<file path="config.mk">
export PLATFORM = sky130hd
export DESIGN_NAME = idle_blank_and_battery_events
export DESIGN_NICKNAME = d
export VERILOG_FILES = /design/src/sv/ibbe_pkg.sv /design/src/sv/idle_blank_and_battery_events.sv /design/src/sv/ibbe_front.sv /design/src/sv/ibbe_queue.sv /design/src/sv/ibbe_back.sv
export SDC_FILE = /design/constraint.sdc
export NUM_CORES = 1
export LEC_CHECK = 0
export BUFFER_PORTS_ARGS = -buffer_cell sky130_fd_sc_hd__buf_2
export CAP_MARGIN = 15
export CORE_AREA = 2 2 185 187
export DETAILED_ROUTE_END_ITERATION = 16
export DIE_AREA = 0 0 187 189
export PLACE_DENSITY = 0.83
export SYNTH_ARGS = -nofsm -noshare
export SYNTH_HDL_FRONTEND = slang
export SYNTH_SLANG_ARGS = --single-unit
</file>
<file path="constraint.sdc">
create_clock -name clk -period 20.2 [get_ports clk]
set_input_delay 1.01 -clock clk [delete_from_list [all_inputs] [get_ports clk]]
set_output_delay 1.01 -clock clk [all_outputs]
set_load 0.02 [all_outputs]
</file>
<file path="src/sv/ibbe_pkg.sv">
// ----------------------------------------------------------------------------
// ibbe_pkg: shared types and constants for the idle blank / battery monitor
// Item modes, event codes, register indexes and the event bundle that moves
// from the classifier to the event sequencer.
// ----------------------------------------------------------------------------
`default_nettype none

package ibbe_pkg;

	// Width of the activity clock kept inside the block
	localparam int TIME_BITS = 32;
	// Widest of the time clock and the timeout register, for the idle compare
	localparam int CMP_BITS = (TIME_BITS > 32) ? TIME_BITS : 32;

	// Port field widths
	localparam int NOW_BITS     = 32;
	localparam int LEVEL_BITS   = 7;
	localparam int BL_BITS      = 8;
	localparam int TIMEOUT_BITS = 32;
	localparam int CFG_DATA_BITS = 32;
	localparam int CFG_IDX_BITS  = 1;

	// Register reset values
	localparam logic [TIMEOUT_BITS-1:0] TIMEOUT_RESET   = TIMEOUT_BITS'(60 * 1000);
	localparam logic [LEVEL_BITS-1:0]   LOW_BATT_RESET  = LEVEL_BITS'(15);

	// Register indexes
	localparam logic [CFG_IDX_BITS-1:0] CFG_IDLE_TIMEOUT = CFG_IDX_BITS'(0);
	localparam logic [CFG_IDX_BITS-1:0] CFG_LOW_BATTERY  = CFG_IDX_BITS'(1);

	// Most events one item can cause
	localparam int MAX_EVENTS = 3;
	localparam int EV_IDX_BITS = $clog2(MAX_EVENTS);
	localparam int EV_CNT_BITS = $clog2(MAX_EVENTS + 1);

	// Bundle queue depth
	localparam int Q_DEPTH = 4;
	localparam int Q_PTR_BITS = $clog2(Q_DEPTH);
	localparam int Q_CNT_BITS = $clog2(Q_DEPTH + 1);

	typedef enum logic [1:0] {
		MODE_TICK     = 2'd0,
		MODE_ACTIVITY = 2'd1,
		MODE_KEEP     = 2'd2
	} mode_t;

	typedef enum logic [2:0] {
		EV_CHG_START = 3'd0,
		EV_CHG_STOP  = 3'd1,
		EV_LOW       = 3'd2,
		EV_WAKE      = 3'd3,
		EV_SLEEP     = 3'd4
	} event_kind_t;

	// One input word after unpacking
	typedef struct packed {
		mode_t                   mode;
		logic [NOW_BITS-1:0]     now_ms;
		logic [LEVEL_BITS-1:0]   battery_level;
		logic                    charging;
		logic                    input_seen;
		logic [BL_BITS-1:0]      backlight_now;
		logic                    keep_awake_request;
	} in_item_t;

	// One result word without its last marker
	typedef struct packed {
		event_kind_t           kind;
		logic [LEVEL_BITS-1:0] level;
		logic                  bl_write;
		logic [BL_BITS-1:0]    bl_value;
	} event_t;

	// All events of one item, packed from slot 0 up
	typedef struct packed {
		logic [EV_CNT_BITS-1:0]    count;
		event_t [MAX_EVENTS-1:0]   ev;
	} bundle_t;

endpackage

`default_nettype wire

</file>
<file path="src/sv/idle_blank_and_battery_events.sv">
// ----------------------------------------------------------------------------
// idle_blank_and_battery_events: idle screen blanking and battery monitor
// Watches sample ticks, user activity and keep-awake settings and reports
// charging changes, low battery, screen wake and screen blank events.
// ----------------------------------------------------------------------------
//  channel   direction  tdata (low bit first)                         tuser / tlast
//  s_axis    in         now_ms[31:0], battery_level[38:32],           tuser: mode
//                       charging[39], input_seen[40],
//                       backlight_now[48:41], keep_awake_request[49]
//  m_axis    out        event_level[6:0], backlight_write[7],         tuser: event_kind
//                       backlight_value[15:8]                         tlast: last_event
//  cfg       in         cfg_index 0 idle_timeout_ms, 1 low_battery_percent
//
// An input word is taken every cycle while the four-entry bundle queue has
// room; items that cause no event never enter the queue. The sequencer sends
// one event word a cycle while the output is not stalled, one per event
// an item causes (up to three), each through the queue, the bundle register
// and the output register. A stalled output fills the queue, then s_axis_tready
// drops. Reset clears control and monitor state, not stored data; no clearing pass.
// ----------------------------------------------------------------------------
`default_nettype none

module idle_blank_and_battery_events (
	input  wire                                 clk,
	input  wire                                 arst_n,
	input  wire                                 cfg_we,
	input  wire  [ibbe_pkg::CFG_IDX_BITS-1:0]   cfg_index,
	input  wire  [ibbe_pkg::CFG_DATA_BITS-1:0]  cfg_data,
	input  wire                                 s_axis_tvalid,
	output logic                                s_axis_tready,
	// now_ms, battery_level, charging, input_seen, backlight_now, keep_awake_request
	input  wire  [55:0]                         s_axis_tdata,
	// mode
	input  wire  [1:0]                          s_axis_tuser,
	output logic                                m_axis_tvalid,
	input  wire                                 m_axis_tready,
	// event_level, backlight_write, backlight_value
	output logic [15:0]                         m_axis_tdata,
	// event_kind
	output logic [2:0]                          m_axis_tuser,
	output logic                                m_axis_tlast
);
	import ibbe_pkg::*;

	in_item_t in_item;
	bundle_t  q_in;
	bundle_t  q_head;
	event_t   out_event;
	logic     q_push;
	logic     q_full;
	logic     q_pop;
	logic     q_valid;

	// Unpack the input word
	assign in_item.mode               = mode_t'(s_axis_tuser);
	assign in_item.now_ms             = s_axis_tdata[31:0];
	assign in_item.battery_level      = s_axis_tdata[38:32];
	assign in_item.charging           = s_axis_tdata[39];
	assign in_item.input_seen         = s_axis_tdata[40];
	assign in_item.backlight_now      = s_axis_tdata[48:41];
	assign in_item.keep_awake_request = s_axis_tdata[49];

	ibbe_front u_front (
		.clk       (clk),
		.arst_n    (arst_n),
		.cfg_we    (cfg_we),
		.cfg_index (cfg_index),
		.cfg_data  (cfg_data),
		.in_valid  (s_axis_tvalid),
		.in_ready  (s_axis_tready),
		.in_item   (in_item),
		.q_full    (q_full),
		.q_push    (q_push),
		.q_data    (q_in)
	);

	ibbe_queue u_queue (
		.clk       (clk),
		.arst_n    (arst_n),
		.push      (q_push),
		.push_data (q_in),
		.full      (q_full),
		.pop       (q_pop),
		.valid     (q_valid),
		.head      (q_head)
	);

	ibbe_back u_back (
		.clk       (clk),
		.arst_n    (arst_n),
		.q_valid   (q_valid),
		.q_head    (q_head),
		.q_pop     (q_pop),
		.out_valid (m_axis_tvalid),
		.out_ready (m_axis_tready),
		.out_event (out_event),
		.out_last  (m_axis_tlast)
	);

	// Pack the result word
	assign m_axis_tuser = out_event.kind;
	assign m_axis_tdata = {out_event.bl_value, out_event.bl_write, out_event.level};

endmodule

`default_nettype wire

</file>
<file path="src/sv/ibbe_front.sv">
// ----------------------------------------------------------------------------
// ibbe_front: item classifier and monitor state
// Takes one item a cycle unless the queue is full, updates the charging,
// battery and idle state, and queues the item's events as one bundle.
// ----------------------------------------------------------------------------
`default_nettype none

module ibbe_front (
	input  wire                                  clk,
	input  wire                                  arst_n,
	input  wire                                  cfg_we,
	input  wire  [ibbe_pkg::CFG_IDX_BITS-1:0]    cfg_index,
	input  wire  [ibbe_pkg::CFG_DATA_BITS-1:0]   cfg_data,
	input  wire                                  in_valid,
	output logic                                 in_ready,
	input  ibbe_pkg::in_item_t                   in_item,
	input  wire                                  q_full,
	output logic                                 q_push,
	output ibbe_pkg::bundle_t                    q_data
);
	import ibbe_pkg::*;

	logic [TIMEOUT_BITS-1:0] idle_timeout_q;
	logic [LEVEL_BITS-1:0]   low_batt_q;

	logic [TIME_BITS-1:0]    last_act_q;
	logic                    blanked_q;
	logic                    stay_on_q;
	logic [BL_BITS-1:0]      saved_bl_q;
	logic                    prev_chg_q;
	logic                    low_rep_q;

	logic [TIME_BITS-1:0]    last_act_d;
	logic                    blanked_d;
	logic                    stay_on_d;
	logic [BL_BITS-1:0]      saved_bl_d;
	logic                    prev_chg_d;
	logic                    low_rep_d;

	logic                    accept;
	logic [TIME_BITS-1:0]    now_t;
	logic [TIME_BITS-1:0]    idle_time;
	logic                    idle_expired;
	logic                    chg_ev;
	logic                    low_ev;
	logic                    wake_ev;
	logic                    sleep_ev;
	logic [EV_IDX_BITS-1:0]  slot;
	bundle_t                 bundle;

	assign in_ready = !q_full;
	assign accept   = in_valid && in_ready;

	// Idle time wraps modulo the clock width
	assign now_t        = TIME_BITS'(in_item.now_ms);
	assign idle_time    = now_t - last_act_q;
	assign idle_expired = CMP_BITS'(idle_time) > CMP_BITS'(idle_timeout_q);

	// Classify the item and work out the next monitor state
	always_comb begin
		last_act_d   = last_act_q;
		blanked_d    = blanked_q;
		stay_on_d    = stay_on_q;
		saved_bl_d   = saved_bl_q;
		prev_chg_d   = prev_chg_q;
		low_rep_d    = low_rep_q;
		chg_ev       = 1'b0;
		low_ev       = 1'b0;
		wake_ev      = 1'b0;
		sleep_ev     = 1'b0;
		unique case (in_item.mode)
			MODE_TICK: begin
				if (in_item.charging != prev_chg_q) begin
					chg_ev     = 1'b1;
					prev_chg_d = in_item.charging;
				end
				if (!in_item.charging && (in_item.battery_level <= low_batt_q) && !low_rep_q) begin
					low_ev    = 1'b1;
					low_rep_d = 1'b1;
				end
				if (in_item.battery_level > low_batt_q) begin
					low_rep_d = 1'b0;
				end
				if (in_item.input_seen) begin
					last_act_d = now_t;
					if (blanked_q) begin
						wake_ev   = 1'b1;
						blanked_d = 1'b0;
					end
				end else if (!stay_on_q && !blanked_q && idle_expired) begin
					sleep_ev   = 1'b1;
					saved_bl_d = in_item.backlight_now;
					blanked_d  = 1'b1;
				end
			end
			MODE_ACTIVITY: begin
				last_act_d = now_t;
				if (blanked_q) begin
					wake_ev   = 1'b1;
					blanked_d = 1'b0;
				end
			end
			MODE_KEEP: begin
				stay_on_d = in_item.keep_awake_request;
				if (in_item.keep_awake_request) begin
					last_act_d = now_t;
				end
			end
			default: begin
			end
		endcase
	end

	// Pack the events of this item into consecutive slots
	always_comb begin
		slot   = '0;
		bundle = '0;
		if (chg_ev) begin
			bundle.ev[slot].kind  = in_item.charging ? EV_CHG_START : EV_CHG_STOP;
			bundle.ev[slot].level = in_item.battery_level;
			slot = slot + EV_IDX_BITS'(1);
		end
		if (low_ev) begin
			bundle.ev[slot].kind  = EV_LOW;
			bundle.ev[slot].level = in_item.battery_level;
			slot = slot + EV_IDX_BITS'(1);
		end
		if (wake_ev) begin
			bundle.ev[slot].kind     = EV_WAKE;
			bundle.ev[slot].level    = in_item.battery_level;
			bundle.ev[slot].bl_write = 1'b1;
			bundle.ev[slot].bl_value = saved_bl_q;
		end
		if (sleep_ev) begin
			bundle.ev[slot].kind     = EV_SLEEP;
			bundle.ev[slot].level    = in_item.battery_level;
			bundle.ev[slot].bl_write = 1'b1;
		end
		bundle.count = EV_CNT_BITS'(chg_ev) + EV_CNT_BITS'(low_ev)
			+ EV_CNT_BITS'(wake_ev || sleep_ev);
	end

	// Push only items that cause at least one event
	assign q_push = accept && (bundle.count != '0);
	assign q_data = bundle;

	// Configuration registers
	always_ff @(posedge clk or negedge arst_n) begin
		if (!arst_n) begin
			idle_timeout_q <= TIMEOUT_RESET;
			low_batt_q     <= LOW_BATT_RESET;
		end else if (cfg_we) begin
			unique case (cfg_index)
				CFG_IDLE_TIMEOUT: idle_timeout_q <= TIMEOUT_BITS'(cfg_data);
				CFG_LOW_BATTERY:  low_batt_q     <= LEVEL_BITS'(cfg_data);
				default: begin
				end
			endcase
		end
	end

	// Monitor state, advanced on each accepted word
	always_ff @(posedge clk or negedge arst_n) begin
		if (!arst_n) begin
			last_act_q   <= '0;
			blanked_q    <= 1'b0;
			stay_on_q    <= 1'b0;
			saved_bl_q   <= '0;
			prev_chg_q   <= 1'b0;
			low_rep_q    <= 1'b0;
		end else if (accept) begin
			last_act_q   <= last_act_d;
			blanked_q    <= blanked_d;
			stay_on_q    <= stay_on_d;
			saved_bl_q   <= saved_bl_d;
			prev_chg_q   <= prev_chg_d;
			low_rep_q    <= low_rep_d;
		end
	end

endmodule

`default_nettype wire

</file>
<file path="src/sv/ibbe_queue.sv">
// ----------------------------------------------------------------------------
// ibbe_queue: event bundle queue
// Short first-word-fall-through queue that decouples the classifier from the
// event sequencer.
// ----------------------------------------------------------------------------
`default_nettype none

module ibbe_queue (
	input  wire                 clk,
	input  wire                 arst_n,
	input  wire                 push,
	input  ibbe_pkg::bundle_t   push_data,
	output logic                full,
	input  wire                 pop,
	output logic                valid,
	output ibbe_pkg::bundle_t   head
);
	import ibbe_pkg::*;

	bundle_t                mem_q [Q_DEPTH];
	logic [Q_PTR_BITS-1:0]  wr_ptr_q;
	logic [Q_PTR_BITS-1:0]  rd_ptr_q;
	logic [Q_CNT_BITS-1:0]  count_q;
	logic                   do_push;
	logic                   do_pop;

	assign full    = (count_q == Q_CNT_BITS'(Q_DEPTH));
	assign valid   = (count_q != '0);
	assign head    = mem_q[rd_ptr_q];
	assign do_push = push && !full;
	assign do_pop  = pop && valid;

	// Store pushed bundles
	always_ff @(posedge clk) begin
		if (do_push) begin
			mem_q[wr_ptr_q] <= push_data;
		end
	end

	// Advance pointers and fill count
	always_ff @(posedge clk or negedge arst_n) begin
		if (!arst_n) begin
			wr_ptr_q <= '0;
			rd_ptr_q <= '0;
			count_q  <= '0;
		end else begin
			if (do_push) begin
				wr_ptr_q <= wr_ptr_q + Q_PTR_BITS'(1);
			end
			if (do_pop) begin
				rd_ptr_q <= rd_ptr_q + Q_PTR_BITS'(1);
			end
			if (do_push && !do_pop) begin
				count_q <= count_q + Q_CNT_BITS'(1);
			end else if (do_pop && !do_push) begin
				count_q <= count_q - Q_CNT_BITS'(1);
			end
		end
	end

endmodule

`default_nettype wire

</file>
<file path="src/sv/ibbe_back.sv">
// ----------------------------------------------------------------------------
// ibbe_back: event sequencer
// Takes bundles from the queue and sends their events one word a cycle while
// not stalled, through an output register, marking each item's last event.
// ----------------------------------------------------------------------------
`default_nettype none

module ibbe_back (
	input  wire                 clk,
	input  wire                 arst_n,
	input  wire                 q_valid,
	input  ibbe_pkg::bundle_t   q_head,
	output logic                q_pop,
	output logic                out_valid,
	input  wire                 out_ready,
	output ibbe_pkg::event_t    out_event,
	output logic                out_last
);
	import ibbe_pkg::*;

	bundle_t                bundle_q;
	logic                   bvalid_q;
	logic [EV_IDX_BITS-1:0] idx_q;
	logic                   out_valid_q;
	event_t                 out_event_q;
	logic                   out_last_q;
	logic                   emit;
	logic                   emit_last;

	// Send one event when the output register frees up
	assign emit      = bvalid_q && (!out_valid_q || out_ready);
	assign emit_last = emit && (EV_CNT_BITS'(idx_q) == bundle_q.count - EV_CNT_BITS'(1));
	assign q_pop     = q_valid && (!bvalid_q || emit_last);

	// Current bundle and event index
	always_ff @(posedge clk or negedge arst_n) begin
		if (!arst_n) begin
			bvalid_q <= 1'b0;
			idx_q    <= '0;
		end else if (q_pop) begin
			bvalid_q <= 1'b1;
			idx_q    <= '0;
		end else if (emit_last) begin
			bvalid_q <= 1'b0;
		end else if (emit) begin
			idx_q <= idx_q + EV_IDX_BITS'(1);
		end
	end

	always_ff @(posedge clk) begin
		if (q_pop) begin
			bundle_q <= q_head;
		end
	end

	// Output register valid
	always_ff @(posedge clk or negedge arst_n) begin
		if (!arst_n) begin
			out_valid_q <= 1'b0;
		end else if (emit) begin
			out_valid_q <= 1'b1;
		end else if (out_ready) begin
			out_valid_q <= 1'b0;
		end
	end

	// Output register payload
	always_ff @(posedge clk) begin
		if (emit) begin
			out_event_q <= bundle_q.ev[idx_q];
			out_last_q  <= emit_last;
		end
	end

	assign out_valid = out_valid_q;
	assign out_event = out_event_q;
	assign out_last  = out_last_q;

endmodule

`default_nettype wire

</file>
==> results.md, run 1 <==
- Status: completed
- Num ports: 118
- CP Class: input pin to register
- Sequential share of the synthesized area: 64.7%
- CTS Sinks: 404
- Asr flop ratio synth: 23.3%
- Clk pwr share: 26.5%
- Min-Delay Path Class: input pin to asynchronous set/reset pin
- Sw frac: 31.4%
- CP bufs+invs: 4
- Die Y: 189 um
- Total of max-cap violations: 0
- RePlAce Congestion: 0.872
- Initial Utilization: 54.2%
- Setup TNS: 0 ns
- EDFF count, synth: 310
- Most used DFF post-synth: edfxtp_1
- Sequential Power Share: 42.4%
- Full die area: 0.0353 sq mm
- Top cell by count, worst path: inv_1
- GR Util All Layers: 20.2%
- Slowest CP cell: and2_4
- RSZ-0062 raised after global routing: no
- Part of the power in combinational logic: 31.1%
- WL final: 35.4 mm
- Nets: 1508
- Area of the core: 0.0333 sq mm
- Worst setup EP type: register
- Avg Cell Area, Syn: 14.9 sq um
- First-pass DRT Iterations: 5
- Hold_buf cts: 0
- Pre-CTS setup slack: 12.17 ns
- Rows: 67
- Avg WL per Cell: 19.5 um
- Worst path required time: 20.34 ns
- Drt drc: 0
- Share of cells above drive strength 1: 23.8%
- Slew @ Worst Pin: 1.11 ns
- CP Launch Type: input pin
- Worst vdd rail ir drop: 78.3 uV
- Skew final: 0.0221 ns
- Num CTS Buffers: 40
- Latest clock arrival within the worst-skew pair: 0.54 ns
- Area Overhead vs Synth: 13.3%
- Final Hold Violating Endpoints: 0
- Count of final setup violators: 0
- Final ANT Viol Nets: 0
- Cell variety after synth: 66
- Longest Clk Path Bufs: 3
- Syn nets: 1389
- Root Driver: clkbuf_16
- Vias in the first global route: 10.4k
- Post-CTS Setup Repair Bufs: 0
- CTS tree: yes
- Cells after Synth: 1211
- Fmax: 0.134 GHz
- Detailed Route Iter0 Violations: 616
- H-tree lvl count: 2
- Slew Limit Fails: 0
- Via count: 10.3k
- Internal power: 1.94 mW
- Setup ws final: 12.71 ns
- Post-synthesis cell area: 0.0180 sq mm
- Yosys Warn Count: 0
- Fin crit share: 37.1%
- Grt total ovfl: 0
- R2r worst-path depth: 22
- Fin area: 0.0204 sq mm
- Crit Reg-Reg Startpoint: u_front.last_act_q[0]
- Post-cts resize count: 0
- Critical path's top delay family: compound AO/OA/AOI/OAI gates
- Crit path max fanout: 58
- Initial antenna violation count: 6
- Lkg Pwr: 7.93 nW
- Die W: 187 um
- #FFs+latches synth: 404
- Cell Pwr Density: 138 mW/mm^2
- WP depth: 24
- Slew headroom: 25.4%
- Pin count of the biggest net entering global routing: 64
- Vias/cell: 5.65
- Clock-pin slew on the worst setup and hold paths: 0.06 ns
- NetSw: 888 uW
- Synth top area cells: edfxtp_1 52%, dfrtp_1 12%, mux4_2 7.2%
- R2R Path End: u_queue.mem_q[3][29]
- Worst EP arrival: 7.63 ns
- Tmin final: 7.49 ns
- Cell accounting for the most synthesized area: edfxtp_1
- Critical path cell sequence: buf_2, inv_1, ha_1, inv_1, fa_1, nand2_1, a21oi_1, a211oi_4, o21ai_1, a31oi_2, o2111ai_1, o31a_1, xor2_1, ha_1, nand3_1, or4_1, nor2_2, o31ai_2, nand2_2, a31o_2, inv_1, fa_1, a21boi_1, and2_4
- Port bufs: 111
- Placed cell area: 0.0191 sq mm
- FF-to-FF setup slack: 13.04 ns
- Synth top area share: 51.6%
- Delay of the slowest cell on the worst path: 0.87 ns
- First-pass GRT wire length: 56.0 mm
- Detail Placement HPWL: 21.9 mm
==> final cells by class <==
cell class / count / area [sq um]
diodes: 3 / 7.51
well taps: 448 / 561
clock inverters: 26 / 295
fillers: 2421 / 12800
flip-flops and latches: 404 / 11700
repair buffers: 117 / 603
clock buffers: 48 / 1040
inverters: 84 / 315
multi-input cells: 683 / 5940
==> how the worst max path moves through the flow <==
stage | slack, ns | startpoint | to
after floorplan | 12.88 | s_axis_tdata[0] | u_queue.mem_q[0][0]
after global placement | 12.27 | s_axis_tdata[0] | u_queue.mem_q[3][13]
after detailed placement | 12.17 | s_axis_tdata[0] | u_queue.mem_q[1][32]
after CTS | 12.71 | s_axis_tdata[0] | u_queue.mem_q[1][10]
after global routing | 12.34 | s_axis_tdata[0] | u_queue.mem_q[1][49]
final | 12.71 | s_axis_tdata[0] | u_queue.mem_q[3][29]
==> power groups by stage <==
stage	registers, mW	logic [mW]	clock network (mW)
2_1_floorplan	1.18	0.676	0
3_3_place_gp	1.21	0.847	0
3_5_place_dp	1.22	0.879	0
4_1_cts	1.20	0.886	0.761
5_1_grt	1.22	0.978	0.792
6_report	1.20	0.879	0.747
==> flip-flops by register name, indices dropped and copies added, names as in the netlist, 2 cells and up <==
signal	count
u_queue.wr_ptr_q	2
u_front.saved_bl_q	8
u_queue.mem_q	232
u_queue.count_q	3
u_front.low_batt_q	7
u_back.out_event	19
u_queue.rd_ptr_q	2
u_back.bundle_q	58
u_front.last_act_q	32
u_front.idle_timeout_q	32
u_back.idx_q	2
==> through the flow <==
step                      utilization [%]  hold slack (ns)  instances  power [mW]
after detailed placement             57.4            0.479       1736        2.09
final                                61.4            0.420       1813        2.82
after global placement               57.4            0.471       1736        2.05
after global routing                 61.4            0.436       1811        2.98
after floorplan                         -            0.454       1211        1.86
after CTS                            61.4            0.415       1810        2.85
==> metal layers <==
layer	part of all wire (%)	global-route usage, %	up-vias
met4	1.5	5.37	4
met3	7.0	4.02	48
met1	41	26.1	5070
met2	51	35.2	347
met5	0.088	0	-
li1	-	-	4783
==> cells by family after synthesis <==
| group | after synthesis | synth area share, % |
|---|---|---|
| flip-flops | 404 | 64.7 |
| AND/OR/NAND/NOR | 249 | 7.18 |
| AO/OA/AOI/OAI | 189 | 6.57 |
| multiplexers | 127 | 11.4 |
| buffers and inverters | 124 | 2.58 |
| adder cells (fa/ha/maj) | 82 | 5.81 |
| XOR/XNOR | 36 | 1.75 |
==> layout by cell type, fill, tap and decap left out, drive strengths merged, types with 48 or more instances in the layout <==
master,instances
buf,117
clkbuf,48
dfrtp,83
edfxtp,310
ha,79
inv,85
mux2,50
mux4,58
nand2,81
o21ai,76
==> synth_stat cells (2+ instances only) <==
master / count
nor4_1: 2
buf_1: 7
o31a_1: 2
o211ai_1: 3
a2111oi_0: 3
nand3_1: 12
nand3b_1: 3
mux4_2: 58
o21ai_0: 69
nand2_1: 80
dfrtp_1: 83
and3_4: 2
and2_1: 27
nor3b_1: 2
nor2b_1: 23
nor2_1: 38
edfxtp_1: 310
o21ai_1: 7
and4_1: 3
mux2_2: 50
o21bai_1: 4
a211oi_1: 4
o2111ai_1: 3
nor3_1: 7
nand2b_1: 8
a31oi_1: 5
xnor2_1: 24
nand4_1: 6
mux2i_1: 19
and3_1: 26
clkbuf_1: 33
o22ai_1: 2
or3_1: 2
dfstp_2: 11
a21oi_2: 2
fa_1: 3
o21a_1: 6
inv_1: 84
ha_1: 79
a21oi_1: 40
xor2_1: 12
a21o_1: 23
No activity file was read; power rests on OpenSTA's default activity.
==> run 2, diff against run 1 <==
Clock period 20.2 ns to 7.2 ns, I/O delays scaled along.
==> run 2 against run 1 <==
Effect of this change:
- flip-flop and latch count stayed put
- die area unchanged
- wire length rose by 0.97%
- cell count increased by 0.33%
- clock power rose to 2.8 times the previous value
- via count grew 0.67%
- register-to-register slack worse by 12 ns
- global-route usage grew 0.38 points
- total power increased to 2.8 times the previous value
- critical path type is now register to register
==> results.md, run 2 (synthesis results as in run 1) <==
- Status: completed
- GR Util All Layers: 20.6% (+0.38 points)
- Num CTS Buffers: 41 (+2.5%)
- Nets: 1515 (+0.46%)
- Post-cts resize count: 0 (unchanged)
- Initial antenna violation count: 6 (unchanged)
- CTS tree: yes
- Num ports: 118 (unchanged)
- First-pass DRT Iterations: 5 (unchanged)
- Min-Delay Path Class: input pin to register
- Initial Utilization: 54.2% (unchanged)
- Latest clock arrival within the worst-skew pair: 0.52 ns (-0.02 ns)
- Detailed Route Iter0 Violations: 777 (+26%)
- Rows: 67 (unchanged)
- Final Hold Violating Endpoints: 0 (unchanged)
- Port bufs: 111 (unchanged)
- RePlAce Congestion: 0.850 (-2.5%)
- Most frequent cells in the layout: 310 x edfxtp_1, 110 x buf_2, 84 x inv_1, 80 x nand2_1, 80 x dfrtp_1
- Count of final setup violators: 0 (unchanged)
- Lkg Pwr: 7.99 nW (+0.76%)
- Commonest non-fill, non-tap cell in the layout: edfxtp_1
- Delay of the slowest cell on the worst path: 0.54 ns (-0.33 ns)
- Post-CTS Setup Repair Bufs: 0 (unchanged)
- Worst path required time: 7.64 ns (-12.70 ns)
- Worst setup EP type: register
- Cell Pwr Density: 388 mW/mm^2 (+180%)
- CTS Sinks: 404 (unchanged)
- Pin count of the biggest net entering global routing: 64 (unchanged)
- Longest Clk Path Bufs: 3 (unchanged)
- Setup ws final: 0.750 ns (-11.96 ns)
- Area Overhead vs Synth: 13.9%
- Slew @ Worst Pin: 1.08 ns (-0.0305 ns)
- Area of the core: 0.0333 sq mm (unchanged)
- H-tree lvl count: 2 (unchanged)
- First-pass GRT wire length: 56.9 mm (+1.7%)
- Final ANT Viol Nets: 0 (unchanged)
- Avg WL per Cell: 19.7 um (+0.63%)
- Clock-pin slew on the worst setup and hold paths: 0.06 ns (about the same)
- WL final: 35.8 mm (+0.97%)
- Full die area: 0.0353 sq mm (unchanged)
- Drt drc: 0 (unchanged)
- CP Launch Type: register
- Worst EP arrival: 6.89 ns (-0.74 ns)
- Fin crit share: 89.6%
- Skew final: 0.0159 ns (-0.00623 ns)
- Pre-CTS setup slack: 0.547 ns (-11.62 ns)
- Setup TNS: 0 ns (unchanged)
- Top reg by flops: u_queue.mem_q
- Vias/cell: 5.67 (+0.34%)
- Fmax: 0.155 GHz
- Hold_buf cts: 1 (+1)
- Hold slack: 0.0441 ns (-0.376 ns)
- Worst vdd rail ir drop: 218 uV (+180%)
- Top flop regs: u_queue.mem_q x232, u_back.bundle_q x58
- Slew headroom: 27.5% (+2.1 points)
- Crit path max fanout: 10 (-83%)
- Root Driver: clkbuf_16
- Share of cells above drive strength 1: 24.0% (+0.19 points)
- Die W: 187 um (unchanged)
- Slew Limit Fails: 0 (unchanged)
- Vias in the first global route: 10.6k (+1.9%)
- CP Class: register to register
- Detail Placement HPWL: 22.3 mm (+1.9%)
- Grt total ovfl: 0 (unchanged)
- Tmin final: 6.45 ns
- Via count: 10.3k (+0.67%)
- Total of max-cap violations: 0 (unchanged)
- Slowest CP cell: or4_1
- Die Y: 189 um (unchanged)
- RSZ-0062 raised after global routing: no
- Max reg flops: 232 (unchanged)
-- run 2: per-layer routing --
layer  global-route usage (%)  up-vias  share of wire (%)
met2                     35.2      352                 50
met3                     4.82       59                7.0
met1                     26.6     5110                 40
met4                     5.92        4                2.4
li1                         -     4796                  -
met5                        0        -              0.073
-- run 2: worst max-delay path: cells and delay by family (launching register included) --
family | cells | cell delay [ns]
DFF | 1 | 0.35
AOI/OAI and AO/OA | 10 | 2.27
and+or+nand+nor | 5 | 1.07
xor gates and xnor gates | 3 | 0.49
adders and majority gates | 6 | 1.98
buffers and inverters | 3 | 0.22
-- run 2: through the flow --
stage | power (mW) | utilization, % | std cells | area [sq um]
after floorplan | 5.21 | - | 1211 | 18000
after global placement | 5.75 | 57.6 | 1741 | 19200
after detailed placement | 5.89 | 57.6 | 1741 | 19200
after CTS | 8.04 | 61.8 | 1816 | 20600
after global routing | 8.45 | 61.8 | 1817 | 20600
final | 7.98 | 61.8 | 1819 | 20600
-- run 2: worst paths after layout --
check	startpoint	to	slack, ns	cells past startpoint
worst max-delay path	u_front.last_act_q[0]	u_queue.count_q[2]	0.75	27
worst min-delay path	cfg_data[30]	u_front.idle_timeout_q[30]	0.04	3
worst max register to register	u_front.last_act_q[0]	u_queue.count_q[2]	0.75	27
worst min register to register	u_front.last_act_q[27]	u_front.last_act_q[27]	0.50	1
max in group asynchronous	arst_n	u_queue.rd_ptr_q[1]	5.69	3
min in group asynchronous	arst_n	u_front.last_act_q[28]	0.37	2
-- run 2: power by group --
group / switching, mW / internal (mW) / total (mW) / leakage (nW)
logic: 1.37 / 1.13 / 2.50 / 3.33
clock network: 0.842 / 1.28 / 2.12 / 0.658
registers: 0.267 / 3.09 / 3.36 / 4.00
-- run 2: cell type report --
cell class,count,area [sq um]
Sequential cell,404,11700
Inverter,84,315
Fill cell,2394,12700
Clock buffer,55,1120
Clock inverter,19,241
Antenna cell,3,7.51
Tap cell,448,561
Multi-Input combinational cell,683,5930
Timing Repair Buffer,123,701
